`src/mzo_pkg.sv`:
```
// mzo_pkg: shared types, constants and codes for the mirrored zigzag order table
// used by the top, mzo_ctrl and mzo_datapath, no dependencies
`default_nettype none
package mzo_pkg;

  localparam int MAX_COLUMNS = 32;
  localparam int MAX_ROWS    = 32;
  localparam int TABLE_DEPTH = MAX_COLUMNS * MAX_ROWS;

  localparam int ADDR_W  = $clog2(TABLE_DEPTH);
  localparam int X_W     = $clog2(MAX_COLUMNS);
  localparam int Y_W     = $clog2(MAX_ROWS);
  localparam int COL_W   = $clog2(MAX_COLUMNS + 1);
  localparam int ROW_W   = $clog2(MAX_ROWS + 1);
  localparam int HC_W    = 5;
  localparam int RC_W    = 6;
  localparam int HALF_W  = $clog2(TABLE_DEPTH / 2 + 1);
  localparam int ENTRY_W = 9;
  localparam int VALUE_W = 11;
  localparam int POS_W   = HALF_W + 2;

  localparam int IN_DATA_W  = ((X_W + Y_W + 7) / 8) * 8;
  localparam int OUT_DATA_W = ((VALUE_W + 7) / 8) * 8;

  localparam int CFG_IDX_W  = 2;
  localparam int CFG_DATA_W = 6;

  typedef logic signed [POS_W-1:0] pos_t;
  localparam pos_t POS_ZERO = 0;
  localparam pos_t POS_ONE  = 1;
  localparam pos_t POS_TWO  = 2;

  typedef enum logic {
    ACT_BUILD = 1'b0,
    ACT_QUERY = 1'b1
  } action_t;

  typedef enum logic [CFG_IDX_W-1:0] {
    REG_HALF_COLUMNS  = 2'd0,
    REG_ROW_COUNT     = 2'd1,
    REG_REVERSE_ANGLE = 2'd2,
    REG_REVERSE_ORDER = 2'd3
  } cfg_reg_t;

  typedef enum logic [2:0] {
    ST_IDLE,
    ST_QUERY,
    ST_CELL,
    ST_MIRROR,
    ST_DONE
  } state_t;

  typedef struct packed {
    logic start_build;
    logic start_query;
    logic wr_cell;
    logic wr_mirror;
    logic load_query;
    logic load_build;
  } mzo_cmd_t;

  typedef struct packed {
    logic walk_done;
    logic out_free;
  } mzo_status_t;

endpackage
`default_nettype wire

```
`src/mzo_ctrl.sv`:
```
// mzo_ctrl: sequencer for build walk and query read
// depends on mzo_pkg
`default_nettype none
module mzo_ctrl (
  input  wire logic                 clk,
  input  wire logic                 rst_n,
  input  wire logic                 in_valid,
  input  wire logic                 in_action,
  input  wire mzo_pkg::mzo_status_t status,
  output logic                      in_ready,
  output mzo_pkg::mzo_cmd_t         cmd
);
  import mzo_pkg::*;

  state_t state_r, state_nxt;

  always_ff @(posedge clk) begin
    if (!rst_n) begin
      state_r <= ST_IDLE;
    end else begin
      state_r <= state_nxt;
    end
  end

  always_comb begin
    state_nxt = state_r;
    case (state_r)
      ST_IDLE: begin
        if (in_valid) begin
          state_nxt = (in_action == ACT_QUERY) ? ST_QUERY : ST_CELL;
        end
      end
      ST_QUERY: begin
        if (status.out_free) state_nxt = ST_IDLE;
      end
      ST_CELL: begin
        state_nxt = status.walk_done ? ST_DONE : ST_MIRROR;
      end
      ST_MIRROR: state_nxt = ST_CELL;
      ST_DONE: begin
        if (status.out_free) state_nxt = ST_IDLE;
      end
      default: state_nxt = ST_IDLE;
    endcase
  end

  always_comb begin
    in_ready = 1'b0;
    cmd      = '0;
    case (state_r)
      ST_IDLE: begin
        in_ready        = 1'b1;
        cmd.start_query = in_valid && (in_action == ACT_QUERY);
        cmd.start_build = in_valid && (in_action == ACT_BUILD);
      end
      ST_QUERY:  cmd.load_query = status.out_free;
      ST_CELL:   cmd.wr_cell    = !status.walk_done;
      ST_MIRROR: cmd.wr_mirror  = 1'b1;
      ST_DONE:   cmd.load_build = status.out_free;
      default: begin
        in_ready = 1'b0;
        cmd      = '0;
      end
    endcase
  end

endmodule
`default_nettype wire

```
`config.mk`:
```
export PLATFORM = sky130hd
export DESIGN_NAME = mzo_ctrl
export DESIGN_NICKNAME = d
export VERILOG_FILES = /design/src/mzo_pkg.sv /design/src/mzo_ctrl.sv
export SDC_FILE = /design/constraint.sdc
export NUM_CORES = 1
export LEC_CHECK = 0
export BUFFER_PORTS_ARGS = -buffer_cell sky130_fd_sc_hd__buf_4
export CAP_MARGIN = 20
export CORE_AREA = 2 2 39 41
export DETAILED_ROUTE_END_ITERATION = 16
export DIE_AREA = 0 0 41 43
export PLACE_DENSITY = 0.48
export SLEW_MARGIN = 40
export SYNTH_ARGS = -nofsm -noshare
export SYNTH_HDL_FRONTEND = slang
export SYNTH_SLANG_ARGS = --single-unit
```
`constraint.sdc`:
```
create_clock -name clk -period 1 [get_ports clk]
set_input_delay 0.25 -clock clk [delete_from_list [all_inputs] [get_ports clk]]
set_output_delay 0.25 -clock clk [all_outputs]
set_load 0.02 [all_outputs]
```
# ---- After elaboration in Yosys (flattened, before gate mapping)
# Index checks and enable logic that the tools add are counted.
dict set report totals {
  regBits 3
  word_cells 25
}
dict set report op_classes {
  n_reduce_logical 6
  bitwise_logic 1
  muxes 11
  n_eq_ne 6
}
# operator n
set ops {}
lappend ops {{3-bit one-hot mux with 4 select lines} 1}
lappend ops {{3-bit two-way mux} 3}
lappend ops {{3-bit by 2-bit == test with 1-bit output (second input constant)} 2}
lappend ops {{1-bit two-way mux} 5}
lappend ops {{2-bit two-way mux} 2}
lappend ops {{3-bit by 1-bit == test with 1-bit output (second input constant)} 1}
lappend ops {{3-bit == test (second input constant)} 1}
lappend ops {{3-bit zero test} 1}
lappend ops {{1-bit logical AND} 2}
lappend ops {{2-bit by 1-bit != test with 1-bit output (second input constant)} 1}
lappend ops {{2-bit != test (second input constant)} 1}
lappend ops {{2-bit AND reduction} 1}
lappend ops {{2-bit OR reduction} 1}
lappend ops {{1-bit zero test} 1}
lappend ops {{1-bit inverter} 1}

# ---- Logic depth before layout (Yosys ltp)
# Gate-level depths: netlist of run 1.
dict set report logic_depth {
  depth_word 4
  depth_mapped 3
  mapped_depth_nobuf 2
}

# ---- Least setup slack after synthesis of run 1
# Ideal clock, no wire load.
dict set report synth_path {
  path_type {reg-to-output}
  from {register state_r[0]}
  to {output port cmd[5] (netlist bit)}
  path_slack_ps -586
  t_arrival_ps 1336
  path_stages_with_launch 4
  path_cell_list {dfxtp_1 > buf_6 > nor3_1 > and3b_1}
}
# element line_no
set synth_rtl {}
lappend synth_rtl {{from (decl)} mzo_ctrl.sv:15} ;# state_t state_r, state_nxt;
lappend synth_rtl {{from (signal assigned)} mzo_ctrl.sv:21} ;# state_r <= state_nxt;
lappend synth_rtl {{to (decl)} mzo_ctrl.sv:11} ;# output mzo_pkg::mzo_cmd_t cmd

==> results of run 1 <==
## what timing repair did
| item | CTS | global route |
|---|---|---|
| resized for setup | 13 | 4 |
| setup endpoints to repair | 10 | 10 |
| setup buffers | 1 | 0 |
| pin swaps | 6 | 1 |
## per-stage QoR
| stage | power, mW | hold WS [ns] | utilization, % | setup slack (ns) | TNS (ns) |
|---|---|---|---|---|---|
| 6_report | 0.572 | 0.275 | 34.7 | -0.358 | -2.17 |
| 5_1_grt | 0.629 | 0.265 | 34.7 | -0.409 | -2.62 |
| 4_1_cts | 0.581 | 0.268 | 33.6 | -0.376 | -2.32 |
| 3_5_place_dp | 0.332 | 0.518 | 28.5 | -0.232 | -1.41 |
| 3_3_place_gp | 0.329 | 0.512 | 28.5 | -0.178 | -1.21 |
| 2_1_floorplan | 0.249 | 0.393 | - | -0.233 | -0.678 |
## cells by family (layout without fill, tap and decap cells)
group                  after synthesis  in the layout  synth area share, %
AOI/OAI and AO/OA                    4              4                 14.9
buffers and inverters                2             24                 9.57
and+or+nand+nor                     15             15                 50.0
DFF                                  3              3                 25.5
## per-layer routing
metal  wire [um]  up-vias
met4           7        0
met2         354       14
li1            -      135
met1         268      129
met3          71        2
met5           0        -
## final cells by class
class,instances,area [um2]
Sequential cell,3,71.3
Tap cell,16,20.0
Fill cell,137,903
Multi-Input combinational cell,19,186
Timing Repair Buffer,20,176
Clock buffer,4,26.3
## worst max-delay path by stage
stage                     from      to
finish              state_r[1]  cmd[5]
global route        state_r[1]  cmd[5]
CTS                 state_r[1]  cmd[5]
detailed placement  state_r[1]  cmd[3]
global placement    state_r[1]  cmd[3]
floorplan           state_r[0]  cmd[5]
## synthesized netlist by cell type
library cell / number
a21oi_2: 1
and3_1: 1
and3b_1: 2
and3b_2: 1
and4bb_2: 2
buf_6: 2
dfxtp_1: 3
nand2_1: 1
nand2b_1: 1
nand3b_1: 1
nor2b_1: 2
nor3_1: 1
nor3b_1: 2
o21ai_0: 1
o221a_2: 1
o311a_1: 1
or3b_1: 1
## tightest hold or removal path, stage by stage
cell and delay [ns]:
buf_4 0.11, nand2b_1 0.07, a21oi_2 0.03
## power by group through the flow
stage	sequential [mW]	combinational (mW)	clock, mW
3_5_place_dp	0.155	0.178	0
2_1_floorplan	0.138	0.111	0
3_3_place_gp	0.153	0.176	0
4_1_cts	0.150	0.206	0.225
6_report	0.150	0.210	0.212
5_1_grt	0.153	0.224	0.251
==> impl_table.tex, run 1 <==
\begin{tabular}{lr}
\hline
Metric & Value \\
\hline
\multicolumn{2}{l}{\textbf{Routing}} \\
\quad Drt wl/cell & 11.3 um \\
\quad Number of remaining DRC errors & 0 \\
\quad Vias after detailed routing & 280 \\
\quad Initial detailed-routing violation count & 5 \\
\quad Wirelength, routed & 701 um \\
\quad Number of iterations in the first detailed-routing pass & 3 \\
\quad Antenna viol nets, final & 0 \\
\quad Detailed-route vias per instance & 4.52 \\
\multicolumn{2}{l}{\textbf{Critical path}} \\
\quad Gate family responsible for the most delay along the worst path & simple AND/OR/NAND/NOR gates \\
\quad Maximum cell stage delay along the critical path & 0.36 ns \\
\quad Flop-to-flop setup slack & -0.05 ns \\
\quad Highest fanout seen on the critical path & 7 \\
\quad Type of element capturing the critical path & output pin \\
\quad FF-to-FF path depth & 3 \\
\quad Startpoint of the most critical register-to-register path & state\_r[1] \\
\quad Crit-path cells & nor3\_4, and3b\_2, buf\_6 \\
\quad Path length in cells of the critical path & 3 \\
\quad Critical Path RT & 0.75 ns \\
\quad Endpoint of the most critical register-to-register path & state\_r[2] \\
\quad Number of buffer and inverter stages on the critical path & 1 \\
\quad Cell type of the slowest stage on the worst timing path & dfxtp\_4 \\
\quad Category of the worst setup path launch point & flip-flop \\
\quad Data arrival, critical path & 1.11 ns \\
\quad Classification of the worst setup path & flip-flop to output pin \\
\multicolumn{2}{l}{\textbf{Hold path}} \\
\quad Hold-critical path depth & 3 \\
\quad Hold path endpoint & state\_r[2] \\
\quad Critical hold path startpoint & rst\_n \\
\quad Path class of the lowest-slack min-delay path & input port to flip-flop \\
\multicolumn{2}{l}{\textbf{Pwr}} \\
\quad Cell leakage power & 0.222 nW \\
\quad Switching Share & 28.5\% \\
\quad Reg power frac & 26.3\% \\
\quad Max IR drop VDD & 0.401 mV \\
\quad Net switching component of the power & 0.163 mW \\
\quad Portion of total power attributed to the clock network & 37.0\% \\
\quad Power share of the combinational group & 36.7\% \\
\quad Int Pwr & 0.409 mW \\
\quad Pwr dens & 1190 nW/um2 \\
\multicolumn{2}{l}{\textbf{Clock network}} \\
\quad H-tree depth & 1 \\
\quad Hold-fix buffer count after cts & 0 \\
\quad TritonCTS clock tree & done \\
\quad Clock-pin slew of the registers on the worst-case setup and hold paths & 0.04 ns \\
\quad Inserted Clock Buffers & 3 \\
\quad Clock root buffer master & clkbuf\_4 \\
\quad Number of buffers on the longest clock path & 2 \\
\quad Clock latency of the later-clocked register in the worst-skew pair & 0.23 ns \\
\quad Number of sinks driven by the clock tree & 3 \\
\multicolumn{2}{l}{\textbf{Placement}} \\
\quad Count of port buffers added during placement & 12 \\
\quad Placed cell areas & 394 um2 \\
\quad Global placement routability congestion & 0.737 \\
\quad Detailed placer's ending HPWL & 526 um \\
\quad Number of cells after detailed placement & 57 \\
\multicolumn{2}{l}{\textbf{STA}} \\
\quad Number of max-slew violations in the final report & 0 \\
\quad Unrepaired setup endpoints after global routing & yes \\
\quad Fmax achieved & 0.737 GHz \\
\quad Post-route worst setup slack & -0.358 ns \\
\quad Setup violators final & 8 \\
\quad Hold Violations, Final & 0 \\
\quad Post-route clock period utilization & 136\% \\
\quad Largest clock skew in the final design & 0.00574 ns \\
\quad Final critical-path required period & 1.36 ns \\
\quad Actual transition at the worst max-transition pin & 0.194 ns \\
\quad Slew Limit Headroom & 87.1\% \\
\multicolumn{2}{l}{\textbf{GRT}} \\
\quad GR peak layer & met2 \\
\quad Global-route met2 utilization & 15.0\% \\
\quad Wire length of the first global-routing pass & 1.21 mm \\
\quad Met1 global-route usage & 11.5\% \\
\quad Grt met3 use & 5.76\% \\
\quad Number of global-route vias before repair & 290 \\
\quad Leftover overflow at the end of global routing & 0 \\
\quad Global-route usage over all layers & 11.0\% \\
\quad Number of antenna violations at the first check in global routing & 0 \\
\quad Pin count of the biggest net entering global routing & 9 \\
\multicolumn{2}{l}{\textbf{Floorplan}} \\
\quad Total number of placement rows & 14 \\
\quad I/O pin cnt & 13 \\
\quad Die Area & 1760 um2 \\
\quad Initial core utilization & 17.0\% \\
\quad Core Area & 1380 um2 \\
\quad Chip Height & 43 um \\
\quad Horiz. Die Dim & 41 um \\
\multicolumn{2}{l}{\textbf{Layout}} \\
\quad Net count, final & 53 \\
\quad Register with the highest flop count & state\_r \\
\quad Leading registers by flop count & state\_r: 3 flops \\
\quad Summed area of non-filler cells in the final layout & 480 um2 \\
\quad Count of placed standard cells in the final layout, fillers left out & 62 \\
\quad Max FFs per register & 3 \\
\quad Antenna Cells & 0 \\
\quad Highest-count cells in the layout ignoring fill and taps & 13 x buf\_4, 7 x buf\_6, 3 x clkbuf\_4, 3 x dfxtp\_4 \\
\quad Share of post-route cells with drive strength above 1 & 82.6\% \\
\quad Most frequent standard cell in the layout excluding fill and tap cells & buf\_4 \\
\quad Area added between synthesis and finish & 104\% \\
\multicolumn{2}{l}{\textbf{Yosys}} \\
\quad Area share of the largest cell type after synthesis & 25.5\% \\
\quad Cell count after synthesis & 24 \\
\quad Yosys warns & 0 \\
\quad Avg Inst Size Synth & 9.80 um2 \\
\quad Distinct cells, synth & 17 \\
\quad Largest area contributor in the synthesized netlist & dfxtp\_1 \\
\quad Top area cells in the synthesized netlist & dfxtp\_1 26\%, and4bb\_2 11\%, buf\_6 9.6\%, and3b\_1 7.4\%, nor3b\_1 6.4\% \\
\quad Post-synthesis sequential element count & 3 \\
\quad Netlist Area Pre-Place & 235 um2 \\
\quad Synth Net Count & 30 \\
\quad Sequential share of the synthesized area & 25.5\% \\
\multicolumn{2}{l}{\textbf{Status}} \\
\quad Status & finished with violations \\
\quad Violations in the final reports & setup timing \\
\multicolumn{2}{l}{\textbf{Job}} \\
\quad Max-cap viol count & 0 \\
\hline
\end{tabular}
Power figures use the tool's default switching activity.
==> run 2, diff against run 1 <==
- PLACE_DENSITY: 0.48 -> 0.47
- clock period: 1 -> 1.5 ns (I/O delays scaled with it)
==> impl_table.tex, run 2 (synthesis results as in run 1) <==
\begin{tabular}{lr}
\hline
Metric & Value \\
\hline
\multicolumn{2}{l}{\textbf{Status}} \\
\quad Status & finished with violations \\
\quad Violations in the final reports & setup timing \\
\multicolumn{2}{l}{\textbf{Layout}} \\
\quad Most frequent standard cell in the layout excluding fill and tap cells & buf\_4 \\
\quad Register with the highest flop count & state\_r \\
\quad Highest-count cells in the layout ignoring fill and taps & 11 x buf\_4, 4 x buf\_6, 3 x clkbuf\_4 \\
\quad Final Util & 29.9\% (-4.8 points) \\
\quad Share of post-route cells with drive strength above 1 & 70.7\% (-12 points) \\
\quad Antenna Cells & 0 (unchanged) \\
\quad Leading registers by flop count & state\_r: 3 flops \\
\quad Max FFs per register & 3 (unchanged) \\
\quad Net count, final & 48 (-9.4\%) \\
\quad Summed area of non-filler cells in the final layout & 414 um2 (-14\%) \\
\quad Area added between synthesis and finish & 76.1\% \\
\multicolumn{2}{l}{\textbf{Critical path}} \\
\quad FF-to-FF path depth & 4 (+1) \\
\quad Critical Path Source & state\_r[1] \\
\quad Highest fanout seen on the critical path & 8 (+1) \\
\quad Data arrival, critical path & 1.15 ns (+0.04 ns) \\
\quad Endpoint of the most critical register-to-register path & state\_r[0] \\
\quad Critical Path RT & 1.12 ns (+0.37 ns) \\
\quad Type of element capturing the critical path & output pin \\
\quad Startpoint of the most critical register-to-register path & state\_r[1] \\
\quad Category of the worst setup path launch point & flip-flop \\
\quad Flop-to-flop setup slack & 0.33 ns (+0.38 ns) \\
\quad Critical Path End & cmd[5] \\
\quad Classification of the worst setup path & flip-flop to output pin \\
\multicolumn{2}{l}{\textbf{Routing}} \\
\quad Initial detailed-routing violation count & 2 (-3) \\
\quad Drt wl/cell & 10.7 um (-5.2\%) \\
\quad Detailed-route vias per instance & 4.40 (-2.5\%) \\
\quad Wirelength, routed & 611 um (-13\%) \\
\quad Number of iterations in the first detailed-routing pass & 2 (-1) \\
\quad Number of remaining DRC errors & 0 (unchanged) \\
\quad Vias after detailed routing & 251 (-10\%) \\
\quad Antenna viol nets, final & 0 (unchanged) \\
\multicolumn{2}{l}{\textbf{Job}} \\
\quad Max-cap viol count & 0 (unchanged) \\
\multicolumn{2}{l}{\textbf{Placement}} \\
\quad Placed cell areas & 335 um2 (-15\%) \\
\quad Global placement routability congestion & 0.687 (-6.8\%) \\
\quad Count of port buffers added during placement & 12 (unchanged) \\
\multicolumn{2}{l}{\textbf{Pwr}} \\
\quad Pwr dens & 860 nW/um2 (-28\%) \\
\quad Max IR drop VDD & 0.292 mV (-27\%) \\
\quad Cell leakage power & 0.188 nW (-15\%) \\
\multicolumn{2}{l}{\textbf{GRT}} \\
\quad Global-route usage over all layers & 8.42\% (-2.6 points) \\
\quad Wire length of the first global-routing pass & 979 um (-19\%) \\
\quad Leftover overflow at the end of global routing & 0 (unchanged) \\
\quad Number of antenna violations at the first check in global routing & 0 (unchanged) \\
\quad Pin count of the biggest net entering global routing & 11 (+2) \\
\quad Number of global-route vias before repair & 251 (-13\%) \\
\multicolumn{2}{l}{\textbf{Clock network}} \\
\quad Number of buffers on the longest clock path & 2 (unchanged) \\
\quad Hold-fix buffer count after cts & 0 (unchanged) \\
\quad Clock-pin slew of the registers on the worst-case setup and hold paths & 0.04 ns (about the same) \\
\quad Clock latency of the later-clocked register in the worst-skew pair & 0.23 ns (about the same) \\
\quad Clock root buffer master & clkbuf\_4 \\
\quad Inserted Clock Buffers & 3 (unchanged) \\
\quad H-tree depth & 1 (unchanged) \\
\quad TritonCTS clock tree & done \\
\quad Number of sinks driven by the clock tree & 3 (unchanged) \\
\multicolumn{2}{l}{\textbf{Hold path}} \\
\quad Path class of the lowest-slack min-delay path & input port to flip-flop \\
\multicolumn{2}{l}{\textbf{STA}} \\
\quad Final critical-path required period & 1.52 ns \\
\quad Post-route worst setup slack & -0.0210 ns (+0.337 ns) \\
\quad Slew Limit Headroom & 88.7\% (+1.7 points) \\
\quad Fmax achieved & 0.657 GHz \\
\quad Post-route clock period utilization & 101\% \\
\quad Hold Violations, Final & 0 (unchanged) \\
\quad Unrepaired setup endpoints after global routing & yes \\
\quad Largest clock skew in the final design & 0.00128 ns (-0.00446 ns) \\
\quad Actual transition at the worst max-transition pin & 0.169 ns (-0.0245 ns) \\
\quad Number of max-slew violations in the final report & 0 (unchanged) \\
\quad Final hold slack & 0.402 ns (+0.127 ns) \\
\quad Setup violators final & 2 (-6) \\
\multicolumn{2}{l}{\textbf{Floorplan}} \\
\quad Horiz. Die Dim & 41 um (unchanged) \\
\quad Core Area & 1380 um2 (unchanged) \\
\quad Total number of placement rows & 14 (unchanged) \\
\quad Chip Height & 43 um (unchanged) \\
\quad I/O pin cnt & 13 (unchanged) \\
\quad Initial core utilization & 17.0\% (unchanged) \\
\quad Die Area & 1760 um2 (unchanged) \\
\hline
\end{tabular}
run 2: area by class of cell:
cell class / count / area [um2]
multi-input cells: 19 / 171
flip-flops and latches: 3 / 68.8
well taps: 16 / 20.0
repair buffers: 15 / 128
fillers: 158 / 970
clock buffers: 4 / 26.3
run 2: metrics by stage:
step / total power, mW / instances / worst slack [ns] / setup TNS [ns]
floorplan: 0.159 / 24 / 0.00646 / 0
global placement: 0.190 / 51 / 0.123 / 0
detailed placement: 0.192 / 51 / 0.113 / 0
CTS: 0.359 / 57 / -0.0192 / -0.0307
global route: 0.381 / 57 / -0.0855 / -0.205
finish: 0.356 / 57 / -0.0210 / -0.0360
run 2: worst max-delay path: stages, from the launching register on:
cell,delay [ns]
dfxtp_4,0.36
buf_6,0.12
nor3_4,0.13
and3b_1,0.20
buf_6,0.12
run 2: power by group:
part | switching [mW] | internal (mW)
registers | 0.0156 | 0.0875
clock network | 0.0398 | 0.0996
logic | 0.0458 | 0.0680
total | 0.101 | 0.255
run 2: how the worst min path moves through the flow:
stage               start         end  slack (ns)  depth (start not counted)
6_report            rst_n  state_r[2]        0.40                          3
5_1_grt             rst_n  state_r[2]        0.40                          3
4_1_cts             rst_n  state_r[2]        0.40                          3
3_5_place_dp   state_r[1]  state_r[2]        0.58                          2
3_3_place_gp   state_r[1]  state_r[2]        0.58                          2
2_1_floorplan       rst_n  state_r[2]        0.52                          2
run 2: timing repair:
| item | 4_1_cts | 5_1_grt |
|---|---|---|
| buffers inserted | 2 | 0 |
| pin swaps | 1 | 1 |
| gates resized for setup | 9 | 3 |
| setup endpoints to repair | 5 | 5 |
run 2: metal layers:
metal	share of wire, %	vias to the layer above	GRT usage [%]
met1	45	114	10.5
met4	0	0	4.00
met3	8.7	0	4.71
met2	46	12	11.3
li1	-	125	-
met5	0	-	0
